### src/sv/cicp_pkg.sv
`timescale 1ns / 1ps

package cicp_pkg;

	// item opcodes
	localparam logic [2:0] OP_PORT_WRITE = 3'd0;
	localparam logic [2:0] OP_PORT_READ  = 3'd1;
	localparam logic [2:0] OP_RAISE_IRQ  = 3'd2;
	localparam logic [2:0] OP_HOST_MASK  = 3'd3;
	localparam logic [2:0] OP_DELIVER    = 3'd4;
	localparam logic [2:0] OP_IF_CHANGE  = 3'd5;

	// reset values
	localparam logic [7:0] MASTER_BASE_RST = 8'h08;
	localparam logic [7:0] SLAVE_BASE_RST  = 8'h70;
	localparam logic [7:0] MASK_RST        = 8'hFF;
	localparam logic [7:0] READ_NONE       = 8'hFF;

	// command byte decode
	localparam logic [4:0] OCW2_EOI      = 5'b00100;
	localparam logic [4:0] OCW2_EOI_SPEC = 5'b01100;
	localparam logic [1:0] CMD_OCW2      = 2'b00;
	localparam logic [1:0] CMD_OCW3      = 2'b01;

	// initialization-word and read-select state per controller
	typedef enum logic [5:0] {
		MODE_NORMAL = 6'b000001,
		MODE_ICW2   = 6'b000010,
		MODE_ICW3   = 6'b000100,
		MODE_ICW4   = 6'b001000,
		MODE_RD_IRR = 6'b010000,
		MODE_RD_ISR = 6'b100000
	} mode_t;

	typedef struct packed {
		logic [2:0]  opcode;
		logic [1:0]  port_select;
		logic        access_is_byte;
		logic [7:0]  write_data;
		logic [3:0]  irq_line;
		logic [15:0] mask_bits;
		logic        mask_set;
		logic        cpu_if;
		logic        in_v86;
	} req_item_t;

	typedef struct packed {
		logic [7:0] read_data;
		logic       int_taken;
		logic [7:0] int_vector;
		logic       delivery_armed;
		logic       wake_request;
	} rsp_item_t;

	// lowest set line, 7 when none is set
	function automatic logic [2:0] lowest_line(input logic [7:0] v);
		logic [2:0] r;
		r = 3'd7;
		for (int i = 7; i >= 0; i--) begin
			if (v[i]) begin
				r = 3'(i);
			end
		end
		return r;
	endfunction

endpackage

### src/sv/cicp_ctrl.sv
`timescale 1ns / 1ps

module cicp_ctrl (
	input  logic                 clk,
	input  logic                 arst_n,
	input  logic                 fire,
	input  cicp_pkg::req_item_t  item,
	output cicp_pkg::rsp_item_t  result
);

	cicp_pkg::mode_t mode_q [2];
	logic            want_q [2];
	logic [7:0]      irr_q  [2];
	logic [7:0]      isr_q  [2];
	logic [7:0]      mask_q [2];
	logic [7:0]      base_q [2];
	logic [7:0]      link_q [2];
	logic            armed_q;

	cicp_pkg::mode_t mode_d [2];
	logic            want_d [2];
	logic [7:0]      irr_d  [2];
	logic [7:0]      isr_d  [2];
	logic [7:0]      mask_d [2];
	logic [7:0]      base_d [2];
	logic [7:0]      link_d [2];
	logic            armed_d;

	logic       c;
	logic [7:0] v;
	logic [2:0] irq;
	logic [2:0] sl;
	logic [7:0] irq_bit;
	logic [7:0] casc_bit;

	assign c        = item.port_select[1];
	assign v        = item.write_data;
	assign irq      = cicp_pkg::lowest_line(irr_q[0]);
	assign sl       = cicp_pkg::lowest_line(irr_q[1]);
	assign irq_bit  = 8'b1 << irq;
	assign casc_bit = 8'b1 << link_q[1][2:0];

	// next state and result for the item in hand
	always_comb begin
		mode_d  = mode_q;
		want_d  = want_q;
		irr_d   = irr_q;
		isr_d   = isr_q;
		mask_d  = mask_q;
		base_d  = base_q;
		link_d  = link_q;
		armed_d = armed_q;
		result  = '0;
		case (item.opcode)
			cicp_pkg::OP_PORT_WRITE: begin
				if (item.access_is_byte) begin
					if (!item.port_select[0]) begin
						// command port, only acts in normal mode
						if (mode_q[c] == cicp_pkg::MODE_NORMAL) begin
							if (v[4]) begin
								mode_d[c] = cicp_pkg::MODE_ICW2;
								want_d[c] = v[0];
							end else if (v[4:3] == cicp_pkg::CMD_OCW2) begin
								if (v[7:3] inside {cicp_pkg::OCW2_EOI,
								                   cicp_pkg::OCW2_EOI_SPEC}) begin
									isr_d[c] = '0;
									if (item.cpu_if && irr_q[0] != 8'h00) begin
										armed_d = 1'b1;
									end
								end
							end else if (v[4:3] == cicp_pkg::CMD_OCW3) begin
								if (v[1]) begin
									mode_d[c] = v[0] ? cicp_pkg::MODE_RD_IRR
									                 : cicp_pkg::MODE_RD_ISR;
								end
							end
						end
					end else begin
						// data port
						case (mode_q[c])
							cicp_pkg::MODE_NORMAL: begin
								mask_d[c] = v;
							end
							cicp_pkg::MODE_ICW2: begin
								base_d[c] = {v[7:3], 3'b000};
								mode_d[c] = cicp_pkg::MODE_ICW3;
							end
							cicp_pkg::MODE_ICW3: begin
								link_d[c] = c ? {5'b00000, v[2:0]} : v;
								mode_d[c] = want_q[c] ? cicp_pkg::MODE_ICW4
								                      : cicp_pkg::MODE_NORMAL;
							end
							cicp_pkg::MODE_ICW4: begin
								mode_d[c] = cicp_pkg::MODE_NORMAL;
							end
							default: begin
							end
						endcase
					end
				end
			end
			cicp_pkg::OP_PORT_READ: begin
				if (!item.access_is_byte) begin
					result.read_data = cicp_pkg::READ_NONE;
				end else if (item.port_select[0]) begin
					result.read_data = mask_q[c];
				end else begin
					if (mode_q[c] == cicp_pkg::MODE_RD_ISR) begin
						result.read_data = isr_q[c];
					end else if (mode_q[c] == cicp_pkg::MODE_RD_IRR) begin
						result.read_data = irr_q[c];
					end else begin
						result.read_data = cicp_pkg::READ_NONE;
					end
					mode_d[c] = cicp_pkg::MODE_NORMAL;
				end
			end
			cicp_pkg::OP_RAISE_IRQ: begin
				if (item.irq_line[3]) begin
					irr_d[1] = (irr_q[1] | (8'b1 << item.irq_line[2:0])) & ~mask_q[1];
					irr_d[0] = (irr_q[0] | casc_bit) & ~mask_q[0];
				end else begin
					irr_d[0] = (irr_q[0] | (8'b1 << item.irq_line[2:0])) & ~mask_q[0];
				end
				if (item.cpu_if) begin
					result.wake_request = 1'b1;
					armed_d             = 1'b1;
				end
			end
			cicp_pkg::OP_HOST_MASK: begin
				if (item.mask_set) begin
					mask_d[0] = mask_q[0] | item.mask_bits[7:0];
					mask_d[1] = mask_q[1] | item.mask_bits[15:8];
				end else begin
					mask_d[0] = mask_q[0] & ~item.mask_bits[7:0];
					mask_d[1] = mask_q[1] & ~item.mask_bits[15:8];
				end
			end
			cicp_pkg::OP_DELIVER: begin
				if (armed_q) begin
					if (item.in_v86 && item.cpu_if && isr_q[0] == 8'h00 &&
					    irr_q[0] != 8'h00) begin
						irr_d[0] = irr_q[0] & ~irq_bit;
						isr_d[0] = irq_bit;
						if (link_q[0] == irq_bit) begin
							// cascade through the slave
							irr_d[1] = irr_q[1] & ~(8'b1 << sl);
							isr_d[1] = 8'b1 << sl;
							if (irr_d[1] != 8'h00) begin
								irr_d[0] = (irr_d[0] | casc_bit) & ~mask_q[0];
							end
							result.int_vector = base_q[1] + {5'b00000, sl};
						end else begin
							result.int_vector = base_q[0] + {5'b00000, irq};
						end
						result.int_taken = 1'b1;
					end
					if (irr_d[0] == 8'h00) begin
						armed_d = 1'b0;
					end
				end
			end
			cicp_pkg::OP_IF_CHANGE: begin
				if (item.cpu_if) begin
					if (irr_q[0] != 8'h00) begin
						armed_d = 1'b1;
					end
				end else begin
					armed_d = 1'b0;
				end
			end
			default: begin
			end
		endcase
		result.delivery_armed = armed_d;
	end

	// controller state
	always_ff @(posedge clk or negedge arst_n) begin
		if (!arst_n) begin
			for (int k = 0; k < 2; k++) begin
				mode_q[k] <= cicp_pkg::MODE_NORMAL;
				want_q[k] <= 1'b0;
				irr_q[k]  <= '0;
				isr_q[k]  <= '0;
				mask_q[k] <= cicp_pkg::MASK_RST;
				link_q[k] <= '0;
			end
			base_q[0] <= cicp_pkg::MASTER_BASE_RST;
			base_q[1] <= cicp_pkg::SLAVE_BASE_RST;
			armed_q   <= 1'b0;
		end else if (fire) begin
			mode_q  <= mode_d;
			want_q  <= want_d;
			irr_q   <= irr_d;
			isr_q   <= isr_d;
			mask_q  <= mask_d;
			base_q  <= base_d;
			link_q  <= link_d;
			armed_q <= armed_d;
		end
	end

endmodule

### src/sv/cascaded_interrupt_controller_pair_core.sv
`timescale 1ns / 1ps

// an accepted item waits in the input register and its result item is captured in the result register
// throughput: one item per cycle while rsp_ready keeps the result register draining; the controller state updates
// in a single pass between the input register and the result register
// reset: both controllers in normal mode, requests and service bits clear, masks all
// ones, bases 0x08 and 0x70, delivery disarmed, both registers empty
module cascaded_interrupt_controller_pair_core (
	input  logic                 clk,
	input  logic                 arst_n,
	input  logic                 req_valid,
	output logic                 req_ready,
	input  cicp_pkg::req_item_t  req_item,
	output logic                 rsp_valid,
	input  logic                 rsp_ready,
	output cicp_pkg::rsp_item_t  rsp_item
);

	cicp_pkg::req_item_t item_s1;
	logic                vld_s1;
	cicp_pkg::rsp_item_t rsp_q;
	logic                rsp_vld_q;
	cicp_pkg::rsp_item_t result;
	logic                advance;

	// the item in the input register moves on when the result slot frees up
	assign advance   = vld_s1 && (!rsp_vld_q || rsp_ready);
	assign req_ready = !vld_s1 || advance;
	assign rsp_valid = rsp_vld_q;
	assign rsp_item  = rsp_q;

	cicp_ctrl u_ctrl (
		.clk    (clk),
		.arst_n (arst_n),
		.fire   (advance),
		.item   (item_s1),
		.result (result)
	);

	// input register
	always_ff @(posedge clk or negedge arst_n) begin
		if (!arst_n) begin
			vld_s1 <= 1'b0;
		end else if (req_ready) begin
			vld_s1 <= req_valid;
		end
	end

	always_ff @(posedge clk) begin
		if (req_ready && req_valid) begin
			item_s1 <= req_item;
		end
	end

	// result register
	always_ff @(posedge clk or negedge arst_n) begin
		if (!arst_n) begin
			rsp_vld_q <= 1'b0;
		end else if (advance) begin
			rsp_vld_q <= 1'b1;
		end else if (rsp_ready) begin
			rsp_vld_q <= 1'b0;
		end
	end

	always_ff @(posedge clk) begin
		if (advance) begin
			rsp_q <= result;
		end
	end

endmodule
### config.mk
export PLATFORM = sky130hd
export DESIGN_NAME = cascaded_interrupt_controller_pair_core
export DESIGN_NICKNAME = d
export VERILOG_FILES = /design/src/sv/cicp_pkg.sv /design/src/sv/cicp_ctrl.sv /design/src/sv/cascaded_interrupt_controller_pair_core.sv
export SDC_FILE = /design/constraint.sdc
export NUM_CORES = 1
export LEC_CHECK = 0
export BUFFER_PORTS_ARGS = -buffer_cell sky130_fd_sc_hd__clkbuf_2
export CAP_MARGIN = 20
export CORE_AREA = 2 2 140 142
export CTS_BUF_LIST = sky130_fd_sc_hd__clkbuf_8
export DETAILED_ROUTE_END_ITERATION = 10
export DIE_AREA = 0 0 142 144
export SLEW_MARGIN = 10
export SYNTH_ARGS = -nofsm -noshare
export SYNTH_HDL_FRONTEND = slang
export SYNTH_SLANG_ARGS = --single-unit
export TNS_END_PERCENT = 30
### constraint.sdc
create_clock -name clk -period 2.9 [get_ports clk]
set_input_delay 0.725 -clock clk [delete_from_list [all_inputs] [get_ports clk]]
set_output_delay 0.725 -clock clk [all_outputs]
set_load 0.02 [all_outputs]
==> results by group, run 1 <==
Finish
  • Fillers: 1817
  • Final Instance Area: 8656 um^2
  • Nets@finish: 875
  • Area Overhead vs Synth: 15.78%
  • Commonest non-fill, non-tap cell in the layout: nand2_1
  • Most frequent cells in the layout: 94 x nand2_1, 81 x nor2_1, 64 x dfrtp_1, 60 x clkbuf_2
  • # diodes: 0
  • Share of layout cells above drive strength 1: 0.2456
  • Final Non-Filler Cells: 1085

Timing
  • Final Max Tran Viols: 0
  • Headroom to the max-slew limit: 0.5606
  • Unrepaired setup endpoints after global routing: true
  • Fmax: 349.3 MHz
  • Final worst path period share: 0.9872
  • # setup viols final: 0
  • Worst Tran Pin Value: 0.6590 ns
  • Final-report hold violation count: 0
  • Crit path time final: 2.863 ns
  • Clk_skew: 0.008261 ns

Placed design
  • Dpl cells: 1052
  • # port buffers: 61
  • Post-placement cell area: 8192 um^2
  • Routability cong.: 0.9222
  • Hpwl dp: 15280 um

Worst setup path
  • CP Cell Sequence: or4_4, o41ai_1, o21ai_1, a21oi_2, and3_4, nand2_1, a22oi_1, a41oi_2, mux2_4
  • Crit Path Max Fanout: 10
  • Setup crit start: u_ctrl.irr_q[9]
  • R2R setup slack: 0.04 ns
  • Highest cell delay on the worst timing path: 0.58 ns
  • CP endpoint: u_ctrl.armed_q
  • Critical path class: flop to flop
  • Crit path capture type: flop
  • CP Buf/Inv Count: 0
  • Reg2reg start: u_ctrl.irr_q[9]
  • Crit path max-delay family: compound AO/OA/AOI/OAI gates
  • Critical path depth: 9
  • Worst EP required: 3.25 ns
  • Reg2reg end: u_ctrl.armed_q
  • Startpoint Class: flop
  • CP max-delay cell: or4_4
  • Reg2Reg Depth: 9
  • Arrival time worst endpoint: 3.21 ns

Yosys
  • Post-Synth Adder-Cell Area: 0
  • Synthesis Warnings: 0
  • Synth Area in Simple Gates: 0.1767
  • Synth top area share: 0.2249
  • Synth area leaders: edfxtp_1 22%, dfrtp_1 21%, dfstp_2 7.7%, mux2_2 5.1%, nand2_1 4.7%
  • Number of synthesized register bits: 142
  • Post-synthesis cell count: 764
  • Synth Area in Compound Gates: 0.1928
  • Sequential fraction of the synthesis area: 0.5165
  • Average cell area after synthesis: 9.785 um^2
  • Top FF cell, synth: dfrtp_1
  • Async S/R FF share, synth: 0.6056
  • Multiplexer area fraction after synthesis: 0.07464
  • Syn nets: 805
  • Xor/xnor cell area share of the yosys netlist: 0
  • Count of different cell masters after synthesis: 68
  • Main combinational cell family by area after synthesis: compound AO/OA/AOI/OAI gates
  • Leading area contributor after synthesis: edfxtp_1
  • Number of flops mapped to enable cells by yosys: 56
  • Post-Syn Area: 7476 um^2

Power
  • VDD IR max: 415.6 uV
  • Pwr/cell area: 758.2 nW/um^2
  • P_leak: 3.646 nW

Global routing
  • Initial antenna violation count: 0
  • First-pass GRT wire length: 32800 um
  • Vias in the first global route: 5926
  • Final global-route overflow total: 0
  • Total GRT Usage: 0.2110
  • Largest net degree at the start of global routing: 50

Clock network
  • Worst-skew pair later-pin latency: 0.46 ns
  • TritonCTS clock tree: done
  • Clk sinks: 142
  • Hold buffer count at CTS: 0
  • CTS Buf Count: 17
  • Max clock buf depth: 2
  • H-tree levels: 4
  • CTS clk-pin slew, worst paths: 0.08 ns
  • Root Buffer: clkbuf_8

Die
  • # rows: 51
  • Io pins: 62
  • Die extent in y: 144 um
  • Core ar.: 19080 um^2
  • Initial Utilization: 0.3918
  • Die Width: 142 um
  • Die Footprint: 20450 um^2

Drt
  • Via density: 5.705
  • Mean routed wirelength per cell: 19.16 um
  • Antenna-violating nets left: 0
  • Drt first pass iters: 5
  • Vias: 6190
  • Residual DRC: 0
  • Total Routed Length: 20790 um
  • Iteration-0 DRC Markers: 543

Hold path
  • HP Class: primary input to async pin

Status
  • Status: completed

Flow run
  • Max cap viols: 0
==> worst reg2reg max path, delay by kind of cell (launching register included) <==
family	cells	cell delay, ns
flip-flops	1	0.39
multiplexers	1	0.28
AND/OR/NAND/NOR	3	0.97
AO/OA/AOI/OAI	5	1.13
==> power breakdown <==
group,internal [mW],total [mW],switching (mW)
combinational,0.825,2.01,1.18
clock,0.951,1.79,0.834
sequential,2.41,2.77,0.358
total,4.19,6.56,2.37
==> metal layers <==
metal / share of wire / track usage / vias up
met3: 0.060 / 0.04272 / 36
met5: 0 / 0 / -
met4: 0.024 / 0.08158 / 0
met2: 0.45 / 0.3237 / 226
li1: - / - / 2961
met1: 0.47 / 0.2953 / 2967
==> layout make-up <==
class,count,area (um^2),share of cell area
tap,238,297.8,0.03440
timing repair buffer,103,635.6,0.07343
clock inverter,15,211.5,0.02443
clock buffer,17,234.0,0.02703
sequential,142,3861,0.4461
inverter,22,82.58,0.009540
multi-input combinational,548,3333,0.3851
==> logic make-up (layout without fill, tap and decap cells) <==
logic type | after synthesis | in the layout
simple gates | 278 | 278
compound gates | 219 | 219
buf+inv | 74 | 157
flops | 142 | 142
mux | 51 | 51
==> timing repair <==
item / CTS / global route
buffers inserted: 0 / 1
resized for setup: 0 / 3
setup endpoints to repair: 0 / 8
==> synth_stat cells, drive strengths merged (5+ instances only) <==
cell,count
nand2,94
o22ai,10
nor3,15
inv,22
a22oi,19
nand3b,7
nand2b,13
clkbuf,46
o21ai,59
a31oi,9
buf,6
o22a,16
nor2b,8
or3,7
and3,5
o221ai,9
nand3,14
nor3b,6
nor2,81
edfxtp,56
a21oi,53
o31ai,10
mux2i,16
nor4,9
mux2,35
dfstp,22
dfrtp,64
==> worst min path at each step <==
stage / from / end / slack, ns
2_1_floorplan: arst_n / async pin / 0.43
3_3_place_gp: u_ctrl.isr_q[7] / u_ctrl.isr_q[7] / 0.47
3_5_place_dp: u_ctrl.isr_q[3] / u_ctrl.isr_q[3] / 0.47
4_1_cts: arst_n / u_ctrl.base_q[15] / 0.09
5_1_grt: arst_n / u_ctrl.link_q[14] / 0.11
6_report: arst_n / u_ctrl.base_q[15] / 0.12
==> stage by stage <==
step	worst slack, ns	util	TNS (ns)	hold WS (ns)	total power [mW]
2_1_floorplan	0.1231	-	0	0.4294	4.000
3_3_place_gp	0.1407	0.4293	0	0.4657	4.734
3_5_place_dp	0.08613	0.4293	0	0.4678	4.733
4_1_cts	0.06403	0.4527	0	0.09371	6.538
5_1_grt	-0.04478	0.4537	-0.07871	0.1143	6.915
6_report	0.03721	0.4537	0	0.1171	6.563
Power figures use the tool's default switching activity.
==> run 2: changes to the inputs <==
CORE_AREA = 2 2 142 144   (was 2 2 140 142)
DIE_AREA = 0 0 144 146   (was 0 0 142 144)
GPL_TIMING_DRIVEN = 0   (was default)
SYNTH_HIERARCHICAL = 1   (was default)
==> run 2 against run 1 <==
  * The run now ends with negative setup slack left
  * Routed wire length rose by 15%
  * Combinational power grew 5%
  * Critical path type unchanged
  * Clock power hardly changed
  * Die area is 2.8% higher
  * Synthesized cell count is 0.26% higher
  * Setup slack lost 0.13 ns
  * Via count is 8.4% higher
  * Sequential power hardly changed
  * Largest cell class unchanged
  * Fmax decreased by 4.2%
  * Clock-buffer cell count unchanged
  * Design area grew 5.5%
==> results by group, run 2 <==
Clock network
  • CTS clk-pin slew, worst paths: 0.09 ns (was 0.08 ns)
  • Root Buffer: clkbuf_8 (unchanged)
  • Max clock buf depth: 2 (unchanged)
  • Worst-skew pair later-pin latency: 0.46 ns (about the same)
  • Clk sinks: 142 (unchanged)
  • H-tree levels: 4 (unchanged)
  • TritonCTS clock tree: done (unchanged)
  • CTS Buf Count: 17 (unchanged)

Die
  • # rows: 51 (unchanged)
  • Core ar.: 19330 um^2 (was 19080 um^2)
  • Initial Utilization: 0.3982 (was 0.3918)
  • Io pins: 62 (unchanged)
  • Die Width: 144 um (was 142 um)
  • Die extent in y: 146 um (was 144 um)
  • Die Footprint: 21020 um^2 (was 20450 um^2)

Placed design
  • Hpwl dp: 16880 um (was 15280 um)
  • Routability cong.: 0.9680 (was 0.9222)
  • # port buffers: 61 (unchanged)

Yosys
  • Most frequent cells after synthesis: 75 x nor2_1, 64 x dfrtp_1, 64 x nand2_1, 62 x a21oi_1, 56 x edfxtp_1 (was 94 x nand2_1, 81 x nor2_1, 64 x dfrtp_1, 57 x o21ai_0, 56 x edfxtp_1)
  • Count of different cell masters after synthesis: 84 (was 68)
  • Synth area leaders: edfxtp_1 22%, dfrtp_1 21%, dfstp_2 7.5%, mux2_2 5.6%, a21oi_1 4.0% (was edfxtp_1 22%, dfrtp_1 21%, dfstp_2 7.7%, mux2_2 5.1%, nand2_1 4.7%)
  • Async S/R FF share, synth: 0.6056 (unchanged)
  • Top FF cell, synth: dfrtp_1 (unchanged)
  • Sequential fraction of the synthesis area: 0.5015 (was 0.5165)
  • Number of synthesized register bits: 142 (unchanged)
  • Number of flops mapped to enable cells by yosys: 56 (unchanged)
  • Synthesis Warnings: 6 (was 0)
  • Leading area contributor after synthesis: edfxtp_1 (unchanged)
  • Syn nets: 807 (was 805)
  • Synth top area share: 0.2184 (was 0.2249)
  • Most common cell in the synthesized netlist: nor2_1 (was nand2_1)
  • Post-Syn Area: 7700 um^2 (was 7476 um^2)
  • Average cell area after synthesis: 10.05 um^2 (was 9.785 um^2)
  • Post-synthesis cell count: 766 (was 764)

Drt
  • Mean routed wirelength per cell: 21.06 um (was 19.16 um)
  • Vias: 6709 (was 6190)
  • Total Routed Length: 23870 um (was 20790 um)
  • Antenna-violating nets left: 0 (unchanged)
  • Via density: 5.921 (was 5.705)
  • Iteration-0 DRC Markers: 716 (was 543)
  • Residual DRC: 0 (unchanged)
  • Drt first pass iters: 5 (unchanged)

Worst setup path
  • Startpoint Class: flop (unchanged)
  • Arrival time worst endpoint: 3.18 ns (was 3.21 ns)
  • Crit path capture type: flop (unchanged)
  • CP Cell Sequence: or4b_4, o32ai_2, a32oi_2, nor4_2, nand2_2, mux2i_1, nor4_4, a41oi_2 (was or4_4, o41ai_1, o21ai_1, a21oi_2, and3_4, nand2_1, a22oi_1, a41oi_2, mux2_4)
  • Reg2reg end: rsp_item[1] (was u_ctrl.armed_q)
  • Crit Path Max Fanout: 5 (was 10)
  • CP max-delay cell: or4b_4 (was or4_4)
  • R2R setup slack: -0.09 ns (was 0.04 ns)
  • Worst EP required: 3.09 ns (was 3.25 ns)
  • Highest cell delay on the worst timing path: 0.55 ns (was 0.58 ns)
  • Reg2Reg Depth: 8 (was 9)
  • Reg2reg start: u_ctrl/irr_q[8] (was u_ctrl.irr_q[9])
  • Critical path class: flop to flop (unchanged)

Flow run
  • Max cap viols: 0 (unchanged)

Timing
  • Slack of the critical path: -0.08838 ns (was 0.03721 ns)
  • Worst Tran Pin Value: 0.9024 ns (was 0.6590 ns)
  • Headroom to the max-slew limit: 0.3978 (was 0.5606)
  • Crit path time final: 2.988 ns (was 2.863 ns)
  • Hold slack: 0.3072 ns (was 0.1171 ns)
  • Unrepaired setup endpoints after global routing: true (unchanged)
  • Setup TNS: -0.09831 ns (was 0 ns)
  • # setup viols final: 2 (was 0)
  • Final worst path period share: 1.030 (was 0.9872)
  • Fmax: 334.6 MHz (was 349.3 MHz)
  • Final Max Tran Viols: 0 (unchanged)
  • Clk_skew: 0.01415 ns (was 0.008261 ns)
  • Final-report hold violation count: 0 (unchanged)

Finish
  • Share of layout cells above drive strength 1: 0.2684 (was 0.2456)
  • Nets@finish: 896 (was 875)
  • Fillers: 1835 (was 1817)
  • Most frequent cells in the layout: 70 x nor2_1, 64 x clkbuf_2, 62 x dfrtp_1, 62 x nand2_1, 61 x a21oi_1 (was 94 x nand2_1, 81 x nor2_1, 64 x dfrtp_1, 60 x clkbuf_2)
  • Commonest non-fill, non-tap cell in the layout: nor2_1 (was nand2_1)
  • # diodes: 0 (unchanged)
  • Area Overhead vs Synth: 18.62% (was 15.78%)

Hold path
  • HP Class: primary input to async pin (unchanged)

Power
  • VDD IR max: 408.7 uV (was 415.6 uV)
  • Pwr/cell area: 730.8 nW/um^2 (was 758.2 nW/um^2)
  • P_leak: 3.660 nW (was 3.646 nW)

Global routing
  • Vias in the first global route: 6343 (was 5926)
  • Initial antenna violation count: 0 (unchanged)
  • Final global-route overflow total: 0 (unchanged)
  • Largest net degree at the start of global routing: 87 (was 50)
  • Total GRT Usage: 0.2308 (was 0.2110)
  • First-pass GRT wire length: 36760 um (was 32800 um)

Status
  • Failing checks: negative setup slack
  • Status: complete, but fails checks (was completed)
==> run 2: cell count changes after synthesis, sizes merged, moves of 7 or more <==
cell / before / now
nand2: 94 / 64
inv: 22 / 15
a41oi: 1 / 8
o22a: 16 / 8
buf: 6 / 14
a21oi: 53 / 62
a22oi: 19 / 6
==> run 2: how the worst max path moves through the flow <==
| stage | startpoint | to | slack, ns |
|---|---|---|---|
| 2_1_floorplan | u_ctrl/irr_q[9] | rsp_item[1] | 0.01 |
| 4_1_cts | u_ctrl/irr_q[10] | rsp_item[1] | -0.08 |
| 3_5_place_dp | u_ctrl/irr_q[11] | rsp_item[1] | -0.60 |
| 6_report | u_ctrl/irr_q[8] | rsp_item[1] | -0.09 |
| 5_1_grt | u_ctrl/irr_q[9] | rsp_item[1] | -0.15 |
| 3_3_place_gp | rsp_ready | flop | -0.94 |
==> run 2: metal layers <==
layer,global-route usage,share of wire
met5,0,0
met4,0.09069,0.031
met1,0.3319,0.45
met3,0.04311,0.062
met2,0.3438,0.45
==> run 2: kinds of logic (layout without fill, tap and decap cells) <==
group | after synthesis | in the layout | synth area share
simple gates | 255 | 255 | 0.1740
compound gates | 239 | 239 | 0.2054
flops | 142 | 142 | 0.5015
buf+inv | 74 | 176 | 0.04046
mux | 53 | 53 | 0.07507
xor+xnor | 2 | 2 | 0.002275
fa+ha+maj | 1 | 1 | 0.001300
==> run 2: layout make-up <==
type                    count  area, um^2  area share
flip-flops and latches    142        3864      0.4230
multi-input cells         550        3731      0.4085
repair buffers             75       431.7     0.04726
well taps                 265       331.6     0.03630
plain buffers              54       264.0     0.02890
clock buffers              17       234.0     0.02562
clock inverters            15       221.5     0.02425
inverters                  15       56.30    0.006164
==> run 2: critical path: cells and delay by family, from the launching register on <==
family	cells	cell delay [ns]
AND/OR/NAND/NOR	4	1.39
AO/OA/AOI/OAI	3	0.66
flip-flops	1	0.47
multiplexers	1	0.20
==> run 2: stage by stage <==
stage / cell area [um^2] / cells / worst slack [ns] / utilization / power (mW)
after floorplan: 7700 / 766 / 0.01129 / - / 3.858
after global placement: 8337 / 1092 / -0.9386 / 0.4312 / 4.514
after detailed placement: 8347 / 1092 / -0.6024 / 0.4317 / 4.502
after CTS: 9014 / 1129 / -0.07706 / 0.4662 / 6.579
after global routing: 9134 / 1133 / -0.1543 / 0.4724 / 6.955
final: 9134 / 1133 / -0.08838 / 0.4724 / 6.675
==> run 2: timing repair <==
action	4_1_cts	5_1_grt
pin swaps	14	6
endpoints found under the setup margin	65	81
buffers inserted	9	5
gates cloned	0	0
gates resized for setup	38	27
hold buffers	0	0
==> run 2: report_power, final <==
part	internal [mW]	switching, mW	leakage [nW]
Combinational	0.849	1.27	1.79
Clock	1.02	0.799	0.230
Sequential	2.41	0.328	1.64
